===== config.mk =====
export PLATFORM = sky130hd
export DESIGN_NAME = logic_gated_sample_modulator_top_flat
export DESIGN_NICKNAME = d
export VERILOG_FILES = /design/src/design/lgsm_pkg.sv /design/src/design/lgsm_in_if.sv /design/src/design/lgsm_out_if.sv /design/src/design/logic_gated_sample_modulator_top.sv /design/src/flat_wrapper.sv
export SDC_FILE = /design/constraint.sdc
export NUM_CORES = 2
export LEC_CHECK = 0
export BUFFER_PORTS_ARGS = -buffer_cell sky130_fd_sc_hd__clkbuf_2
export CAP_MARGIN = 40
export CORE_MARGIN = 8
export CORE_UTILIZATION = 65
export CTS_CLUSTER_SIZE = 28
export DETAILED_ROUTE_END_ITERATION = 12
export PLACE_DENSITY = 0.92
export SLEW_MARGIN = 5
export SYNTH_ARGS = -nofsm -noshare
export SYNTH_HDL_FRONTEND = slang
export SYNTH_SLANG_ARGS = --single-unit

===== constraint.sdc =====
create_clock -name clk -period 20.5 [get_ports clk]
set_input_delay 6.15 -clock clk [delete_from_list [all_inputs] [get_ports clk]]
set_output_delay 6.15 -clock clk [all_outputs]
set_load 0.05 [all_outputs]

===== src/design/lgsm_pkg.sv =====
// Shared widths, types, register indices and mode codes of the logic-gated sample modulator.
package lgsm_pkg;

  localparam int SAMPLE_WIDTH = 24;
  localparam int FRAC_BITS = 20;
  localparam int CFG_DATA_WIDTH = 24;
  localparam int CFG_INDEX_WIDTH = 2;
  localparam int MODE_WIDTH = 4;

  // Logic is true above one half; a change counts when it exceeds 0.01.
  localparam int HALF_LEVEL = 1 << (FRAC_BITS - 1);
  localparam int CHANGE_LIMIT = (1 << FRAC_BITS) / 100;

  typedef logic signed [SAMPLE_WIDTH-1:0] sample_t;
  typedef logic [MODE_WIDTH-1:0] mode_t;
  typedef logic [CFG_INDEX_WIDTH-1:0] cfg_index_t;
  typedef logic [CFG_DATA_WIDTH-1:0] cfg_data_t;

  localparam sample_t SAMPLE_MAX = {1'b0, {(SAMPLE_WIDTH - 1){1'b1}}};
  localparam sample_t SAMPLE_MIN = {1'b1, {(SAMPLE_WIDTH - 1){1'b0}}};
  localparam sample_t HIGH_LEVEL_RESET = sample_t'(1 << FRAC_BITS);

  localparam cfg_index_t REG_MODE = 2'd0;
  localparam cfg_index_t REG_HIGH_LEVEL = 2'd1;
  localparam cfg_index_t REG_LOW_LEVEL = 2'd2;

  localparam mode_t MODE_REPLACE = 4'd0;
  localparam mode_t MODE_MULTIPLY = 4'd1;
  localparam mode_t MODE_ADD = 4'd2;
  localparam mode_t MODE_INVERT = 4'd3;
  localparam mode_t MODE_HOLD_ON_FALSE = 4'd4;
  localparam mode_t MODE_ZERO_ON_FALSE = 4'd5;
  localparam mode_t MODE_CROSSFADE = 4'd6;
  localparam mode_t MODE_REMAP = 4'd7;
  localparam mode_t MODE_SAMPLE_HOLD = 4'd8;

endpackage


===== src/design/lgsm_in_if.sv =====
// Input channel: control value, audio sample and buffer-start flag.
interface lgsm_in_if;
  logic valid;
  logic ready;
  lgsm_pkg::sample_t logic_value;
  lgsm_pkg::sample_t sample_in;
  logic buffer_start;

  modport source (output valid, output logic_value, output sample_in,
                  output buffer_start, input ready);
  modport sink (input valid, input logic_value, input sample_in,
                input buffer_start, output ready);
endinterface


===== src/design/lgsm_out_if.sv =====
// Output channel: one modulated sample per word.
interface lgsm_out_if;
  logic valid;
  logic ready;
  lgsm_pkg::sample_t sample_out;

  modport source (output valid, output sample_out, input ready);
  modport sink (input valid, input sample_out, output ready);
endinterface


===== src/design/logic_gated_sample_modulator_top.sv =====
// Top level of the logic-gated sample modulator.
// The block takes one word per clock when the output side is ready, and returns one
// modulated sample per word. A word is captured in an input register, goes through
// one multiplier, an adder and the mode select, and lands in the output register;
// the sustained rate is one word per cycle, limited only by the output side's ready.
// The held sample and previous logic value are updated as each word moves into the
// output register, so back-to-back words see the state left by the word before them.
// The user must write configuration only while idle; the block does not enforce it.
module logic_gated_sample_modulator_top (
  input  logic                   clk,
  input  logic                   rst,
  input  logic                   wr_en,
  input  lgsm_pkg::cfg_index_t   wr_index,
  input  lgsm_pkg::cfg_data_t    wr_data,
  lgsm_in_if.sink                din,
  lgsm_out_if.source             dout
);

  localparam int SW = lgsm_pkg::SAMPLE_WIDTH;
  localparam int PROD_W = 2 * SW;
  localparam int MULQ_W = PROD_W - lgsm_pkg::FRAC_BITS;

  // Configuration registers.
  lgsm_pkg::mode_t   mode;
  lgsm_pkg::sample_t high_level;
  lgsm_pkg::sample_t low_level;

  always_ff @(posedge clk) begin
    if (rst) begin
      mode <= lgsm_pkg::MODE_REPLACE;
      high_level <= lgsm_pkg::HIGH_LEVEL_RESET;
      low_level <= '0;
    end else if (wr_en) begin
      unique case (wr_index)
        lgsm_pkg::REG_MODE:       mode <= wr_data[lgsm_pkg::MODE_WIDTH-1:0];
        lgsm_pkg::REG_HIGH_LEVEL: high_level <= wr_data[SW-1:0];
        lgsm_pkg::REG_LOW_LEVEL:  low_level <= wr_data[SW-1:0];
        default: ;
      endcase
    end
  end

  // Input register stage.
  logic              s1_valid;
  lgsm_pkg::sample_t s1_logic;
  lgsm_pkg::sample_t s1_sample;
  logic              s1_start;

  logic              out_valid;
  lgsm_pkg::sample_t out_sample;

  logic out_free;
  logic s1_fire;
  logic in_fire;

  assign out_free = !out_valid || dout.ready;
  assign s1_fire = s1_valid && out_free;
  assign din.ready = !s1_valid || out_free;
  assign in_fire = din.valid && din.ready;

  always_ff @(posedge clk) begin
    if (rst) begin
      s1_valid <= 1'b0;
    end else if (din.ready) begin
      s1_valid <= din.valid;
    end
  end

  always_ff @(posedge clk) begin
    if (in_fire) begin
      s1_logic <= din.logic_value;
      s1_sample <= din.sample_in;
      s1_start <= din.buffer_start;
    end
  end

  // State carried from word to word.
  lgsm_pkg::sample_t held_sample;
  lgsm_pkg::sample_t previous_logic;
  lgsm_pkg::sample_t held_sample_next;
  lgsm_pkg::sample_t previous_logic_next;

  // Datapath between the input and output registers.
  logic signed [PROD_W-1:0] product;
  logic signed [MULQ_W-1:0] mul_q;
  lgsm_pkg::sample_t        mul_sat;
  logic signed [SW:0]       sum;
  lgsm_pkg::sample_t        sum_sat;
  lgsm_pkg::sample_t        neg_sat;
  logic signed [SW:0]       diff;
  logic [SW:0]              diff_abs;
  logic                     truth;
  logic                     changed;
  lgsm_pkg::sample_t        result;

  always_comb begin
    product = s1_logic * s1_sample;
    // Dropping the fraction bits of a two's complement product floors it.
    mul_q = product[PROD_W-1:lgsm_pkg::FRAC_BITS];
    if (mul_q[MULQ_W-1:SW-1] == '0 || mul_q[MULQ_W-1:SW-1] == '1) begin
      mul_sat = mul_q[SW-1:0];
    end else begin
      mul_sat = mul_q[MULQ_W-1] ? lgsm_pkg::SAMPLE_MIN : lgsm_pkg::SAMPLE_MAX;
    end

    sum = {s1_logic[SW-1], s1_logic} + {s1_sample[SW-1], s1_sample};
    if (sum[SW] == sum[SW-1]) begin
      sum_sat = sum[SW-1:0];
    end else begin
      sum_sat = sum[SW] ? lgsm_pkg::SAMPLE_MIN : lgsm_pkg::SAMPLE_MAX;
    end

    neg_sat = (s1_sample == lgsm_pkg::SAMPLE_MIN) ? lgsm_pkg::SAMPLE_MAX : -s1_sample;

    truth = s1_logic > lgsm_pkg::sample_t'(lgsm_pkg::HALF_LEVEL);

    diff = {s1_logic[SW-1], s1_logic} - {previous_logic[SW-1], previous_logic};
    diff_abs = diff[SW] ? (SW + 1)'(-diff) : (SW + 1)'(diff);
    changed = diff_abs > (SW + 1)'(lgsm_pkg::CHANGE_LIMIT);
  end

  always_comb begin
    held_sample_next = held_sample;
    previous_logic_next = previous_logic;
    case (mode) inside
      lgsm_pkg::MODE_MULTIPLY, lgsm_pkg::MODE_CROSSFADE: result = mul_sat;
      lgsm_pkg::MODE_ADD:           result = sum_sat;
      lgsm_pkg::MODE_INVERT:        result = truth ? neg_sat : s1_sample;
      lgsm_pkg::MODE_ZERO_ON_FALSE: result = truth ? s1_sample : '0;
      lgsm_pkg::MODE_REMAP:         result = truth ? high_level : low_level;
      lgsm_pkg::MODE_HOLD_ON_FALSE: begin
        if (s1_start || truth) begin
          held_sample_next = s1_sample;
          result = s1_sample;
        end else begin
          result = held_sample;
        end
      end
      lgsm_pkg::MODE_SAMPLE_HOLD: begin
        previous_logic_next = s1_logic;
        if (s1_start || changed) begin
          held_sample_next = s1_sample;
          result = s1_sample;
        end else begin
          result = held_sample;
        end
      end
      default: result = s1_logic;
    endcase
  end

  always_ff @(posedge clk) begin
    if (rst) begin
      held_sample <= '0;
      previous_logic <= '0;
    end else if (s1_fire) begin
      held_sample <= held_sample_next;
      previous_logic <= previous_logic_next;
    end
  end

  // Output register.
  always_ff @(posedge clk) begin
    if (rst) begin
      out_valid <= 1'b0;
    end else if (out_free) begin
      out_valid <= s1_valid;
    end
  end

  always_ff @(posedge clk) begin
    if (s1_fire) begin
      out_sample <= result;
    end
  end

  assign dout.valid = out_valid;
  assign dout.sample_out = out_sample;

  // A full pipeline with a stalled output must not take another word.
  a_no_overrun: assert property (@(posedge clk) disable iff (rst)
    (s1_valid && out_valid && !dout.ready) |-> !din.ready)
    else $error("input accepted while both stages are stalled");

  // A result only appears after a word sat in the input stage.
  a_out_from_s1: assert property (@(posedge clk) disable iff (rst)
    $rose(out_valid) |-> $past(s1_valid))
    else $error("output word without a word in the input stage");

  // Modes without state leave the held values alone.
  a_state_kept: assert property (@(posedge clk) disable iff (rst)
    (s1_fire && mode != lgsm_pkg::MODE_HOLD_ON_FALSE
     && mode != lgsm_pkg::MODE_SAMPLE_HOLD)
    |=> ($stable(held_sample) && $stable(previous_logic)))
    else $error("state changed in a stateless mode");

  // A buffer start in a hold mode loads the sample and passes it through.
  a_start_loads: assert property (@(posedge clk) disable iff (rst)
    (s1_fire && s1_start && (mode == lgsm_pkg::MODE_HOLD_ON_FALSE
     || mode == lgsm_pkg::MODE_SAMPLE_HOLD))
    |=> (held_sample == $past(s1_sample) && out_sample == $past(s1_sample)))
    else $error("buffer start did not load the held sample");

endmodule


===== src/flat_wrapper.sv =====
// flat-port wrapper written by rule: the top's interface ports become plain ports
module logic_gated_sample_modulator_top_flat 
  (clk, rst, wr_en, wr_index, wr_data, din_valid, din_logic_value, din_sample_in, din_buffer_start, din_ready, dout_valid, dout_sample_out, dout_ready);
  lgsm_in_if din_i ();
  lgsm_out_if dout_i ();
  input  logic clk;
  input  logic rst;
  input  logic wr_en;
  input  lgsm_pkg::cfg_index_t wr_index;
  input  lgsm_pkg::cfg_data_t wr_data;
  input wire logic [$bits(din_i.valid)-1:0] din_valid;
  input wire logic [$bits(din_i.logic_value)-1:0] din_logic_value;
  input wire logic [$bits(din_i.sample_in)-1:0] din_sample_in;
  input wire logic [$bits(din_i.buffer_start)-1:0] din_buffer_start;
  output wire logic [$bits(din_i.ready)-1:0] din_ready;
  output wire logic [$bits(dout_i.valid)-1:0] dout_valid;
  output wire logic [$bits(dout_i.sample_out)-1:0] dout_sample_out;
  input wire logic [$bits(dout_i.ready)-1:0] dout_ready;
  assign din_i.valid = din_valid;
  assign din_i.logic_value = din_logic_value;
  assign din_i.sample_in = din_sample_in;
  assign din_i.buffer_start = din_buffer_start;
  assign din_ready = din_i.ready;
  assign dout_valid = dout_i.valid;
  assign dout_sample_out = dout_i.sample_out;
  assign dout_i.ready = dout_ready;
  logic_gated_sample_modulator_top u_core (.clk(clk), .rst(rst), .wr_en(wr_en), .wr_index(wr_index), .wr_data(wr_data), .din(din_i), .dout(dout_i));
endmodule

### Yosys cells after proc, flatten, opt, wreduce, memory -nomap -nowiden

Cells that the tools add are included.

| cells by class | value |
|---|---|
| add/sub/neg operators | 4 |
| multiply operators | 1 |
| magnitude comparators | 2 |
| equality and inequality tests | 13 |
| multiplexer cells | 20 |
| bitwise operators | 6 |
| reduce and logical (&&, ||, !) cells | 18 |

Operator list:

| operator | number |
|---|---|
| 24-bit two-way mux | 19 |
| 24-bit by 24-bit multiplier with 48-bit output | 1 |
| 24-bit by 24-bit adder with 25-bit output | 1 |
| 25-bit by 14-bit > comparator with 1-bit output (second input constant) | 1 |
| 25-bit two-way mux | 1 |
| 25-bit negator | 1 |
| 24-bit by 24-bit subtractor with 25-bit output | 1 |
| 24-bit equality test (second input constant) | 1 |
| 24-bit by 21-bit > comparator with 1-bit output (second input constant) | 1 |
| 24-bit negator | 1 |
| 4-bit by 3-bit equality test with 1-bit output (second input constant) | 4 |
| 4-bit by 2-bit equality test with 1-bit output (second input constant) | 2 |
| 8-bit AND reduction | 1 |
| 7-bit AND reduction | 1 |
| 1-bit NOT | 6 |
| 2-bit AND reduction | 3 |
| 5-bit equality test (second input constant) | 1 |
| 5-bit zero test | 1 |
| 1-bit logical OR | 5 |
| 4-bit by 1-bit equality test with 1-bit output (second input constant) | 1 |
| 4-bit equality test (second input constant) | 1 |
| 2-bit by 1-bit equality test with 1-bit output (second input constant) | 1 |
| 2-bit equality test (second input constant) | 1 |
| 1-bit logical AND | 2 |
| other kinds (5) | 6 |

| storage, ports and cells | value |
|---|---|
| register bits | 175 |
| input bits | 80 |
| output and inout port bits | 26 |
| word-level logic and storage cells | 75 |

### Longest topological paths before layout

| depth | value |
|---|---|
| depth after elaboration | 13 |
| gate-level depth with buffers | 32 |
| gate-level depth less buffers | 30 |

### Worst setup path before layout

OpenSTA, ideal clock, no wires.

| timing | value |
|---|---|
| path type | input-to-output |
| from | input dout_ready |
| to | output din_ready |
| data arrival time | 6.673 ns |
| required time | 14.350 ns |
| path slack | 7.677 ns |
| stages on the path | 2 |
| buffers on the path | 0 |
| path through | nor2b_1 -> nand2_1 |

| on the way | value |
|---|---|
| word-level cells in the longest chain between the ends | 2 |

Ends and longest elaborated chain:

| item | RTL line | RTL |
|---|---|---|
| start, declared | flat_wrapper.sv:18 | `input wire logic [$bits(dout_i.ready)-1:0] dout_ready;` |
| 1-bit logical OR | logic_gated_sample_modulator_top.sv:56 | `assign out_free = !out_valid \|\| dout.ready;` |
| 1-bit logical OR | logic_gated_sample_modulator_top.sv:58 | `assign din.ready = !s1_valid \|\| out_free;` |
| end, declared | flat_wrapper.sv:15 | `output wire logic [$bits(din_i.ready)-1:0] din_ready;` |

Every way passes these cells.

### Worst setup path after layout

Ends and elaborated chain as after synthesis.

==> out/results.ini <==
[run_status]
status = finished, violations left
violations = design-rule violations

[timing]
final-setup-viol-count = 0
report.final.slew_viol_count = 0
max_freq_mhz = 77.14
fin_crit_sh = 0.6324
fin_tns_setup_ns = 0
finClkSkew_ns = 0.02671
finalHoldViolations = 0
rsz0062_at_grt = false
slew_headroom = 0.3617
hold_slack_ns = 0.4557
tightest_slew_ns = 0.9574
fin_crit_ns = 12.96

[synth]
synth-edff-count = 73
synth_top_cell_area_share = 0.3683
synthCells = 3832
synth_flop_cell = dfxtp_1
ys_async_sr_fraction = 0
yosysTopAreaCell = fa_1
synth_nets = 4701
synth_common_cells = inv_1, nand2_1, fa_1, a21oi_1, and2_1
ys_types = 90
syn-cell-area_sq_um = 33040
ys_ff_latch = 175
avgSynthCellArea_sq_um = 8.623
yosys-top-cells-area = fa_1, inv_1, nand2_1, ha_1, edfxtp_1
ys_seq_area_frac = 0.1281
yosys_warnings = 0
synth_most_common_cell = inv_1

[cts]
htree_levels = 4
cts_setup_buffers = 0
root_buffer = clkbuf_16
clock_latency_ns = 0.47
numCtsBuffers = 17
path_clk_slew_ns = 0.08
cts_hold_buf = 0
cts_resized = 0
cts_sinks = 175
cts_buffer_depth = 2
cts_tree = yes

[critical_path]
arrival_ns = 6.81
r2r_slack_ns = 10.26
reg2reg_to = u_core.dout.sample_out[16]$_DFFE_PP_
required_ns = 14.35
crit_path_max_fanout = 4
ff2ff_path_depth = 27
worst-setup-path-type = input pin to output port
start_kind = input pin
r2r_start = u_core.s1_logic[23]$_DFFE_PP_
cp-end-kind = output port

[place]
placedCellCount = 4456
io_buffers = 105
place_congestion = 0.9898
place_hpwl_um = 73340

[die]
ios = 106
die_x_um = 241.5
die_h_um = 241.5
start_util = 0.6586
coreArea_sq_um = 50170
std_cell_rows = 82
die_area_sq_um = 58310

[route]
routed-via-count = 28920
drt_iter0_markers = 3761
drt-pass1-iter-count = 13
postRouteAntennaNets = 0
wl_per_cell_um = 22.93
drc = 2
drt_wl_total_um = 103000
via_per_inst = 6.436

[finish]
nNetsFinal = 4672
fill_cells = 3571
layout-drive-gt1-share = 0.06656
syn_to_final_growth_pct = 5.112
multi_input_area_sq_um = 25540
final_cell_count_no_fill = 4494
seq_area_sq_um = 4234

[global_routing]
grt_max_degree = 69
grtUsageTotal = 0.3591
grt-ovfl-total = 0
antenna_found_initial = 8
grt_pass1_vias = 30290
grt_pass1_wl_um = 162600

[min_path]
hold_class = flip-flop to flip-flop
hold_depth = 2
hold_path_end = u_core.low_level[15]$_SDFFE_PP0P_
holdCritStartpoint = u_core.low_level[15]$_SDFFE_PP0P_

[run]
cap_violations = 0

[per-stage QoR]
step	setup slack (ns)	util	instance area, sq um
3_3_place_gp	7.541	0.6786	34050
6_report	7.537	0.6923	34730
5_1_grt	7.447	0.6922	34730
3_5_place_dp	7.533	0.6805	34140
4_1_cts	7.541	0.6920	34720
2_1_floorplan	7.677	-	33040
[how the worst max path moves through the flow]
stage                end  cells after the start  startpoint
6_report       din_ready                      4  dout_ready
3_3_place_gp   din_ready                      4  dout_ready
2_1_floorplan  din_ready                      2  dout_ready
3_5_place_dp   din_ready                      4  dout_ready
5_1_grt        din_ready                      4  dout_ready
4_1_cts        din_ready                      4  dout_ready
[critical path, cell delays in order]
cell and delay (ns):
clkbuf_2 0.08, nor2b_1 0.23, nand2_1 0.11, clkbuf_2 0.25
[registers in the layout (all words and copies together) (netlist names)]
name                    flops
u_core.dout.sample_out     24
u_core.held_sample         24
u_core.high_level          24
u_core.low_level           24
u_core.previous_logic      24
u_core.s1_logic            24
u_core.s1_sample           24
u_core.mode                 4
u_core.dout.valid           1
u_core.s1_start             1
u_core.s1_valid             1
[placed cells by master (no fill, tap or decap), types with 20 or more instances in the layout]
cell type	netlist	layout
inv_1	647	647
nand2_1	614	614
fa_1	608	608
a21oi_1	280	279
and2_1	256	255
ha_1	181	181
nor2_1	151	150
clkbuf_2	0	104
dfxtp_1	102	102
o21ai_0	102	101
edfxtp_1	73	73
xnor2_1	66	66
buf_4	0	64
mux2i_1	41	41
a211oi_1	35	35
a31oi_1	34	34
a21o_1	33	33
nand3_1	29	29
nor3_1	29	29
xor2_1	29	29
o211ai_1	26	26
nand4_1	22	22
nor4_1	20	20
[layer usage]
metal,track usage,share of wire
met4,0.2174,0.076
met3,0.1242,0.15
met2,0.5518,0.44
met1,0.4349,0.34
met5,0,0.00053
[layout make-up]
cell class	instances	share of cell area
Multi-Input combinational cell	2787	0.7354
Sequential cell	175	0.1219
Inverter	648	0.07003
Timing Repair Buffer	174	0.03138
Tap cell	672	0.02421
Clock buffer	19	0.01246
Clock inverter	13	0.004143
Antenna cell	6	0.0004323
[logic make-up (layout without fill, tap and decap cells)]
kind of cell	count (synthesis)	count (layout)	synth area share
fa+ha+maj	789	789	0.4369
flops	175	175	0.1281
mux	61	61	0.01935
xor+xnor	96	96	0.02567
buf+inv	870	854	0.09936
simple gates	1210	1210	0.1721
other cells	0	6	0
compound gates	631	631	0.1186
Power is left out: the tool's default activity adds up to more than one toggle a clock period on the data nets, which glitch-free logic cannot reach.
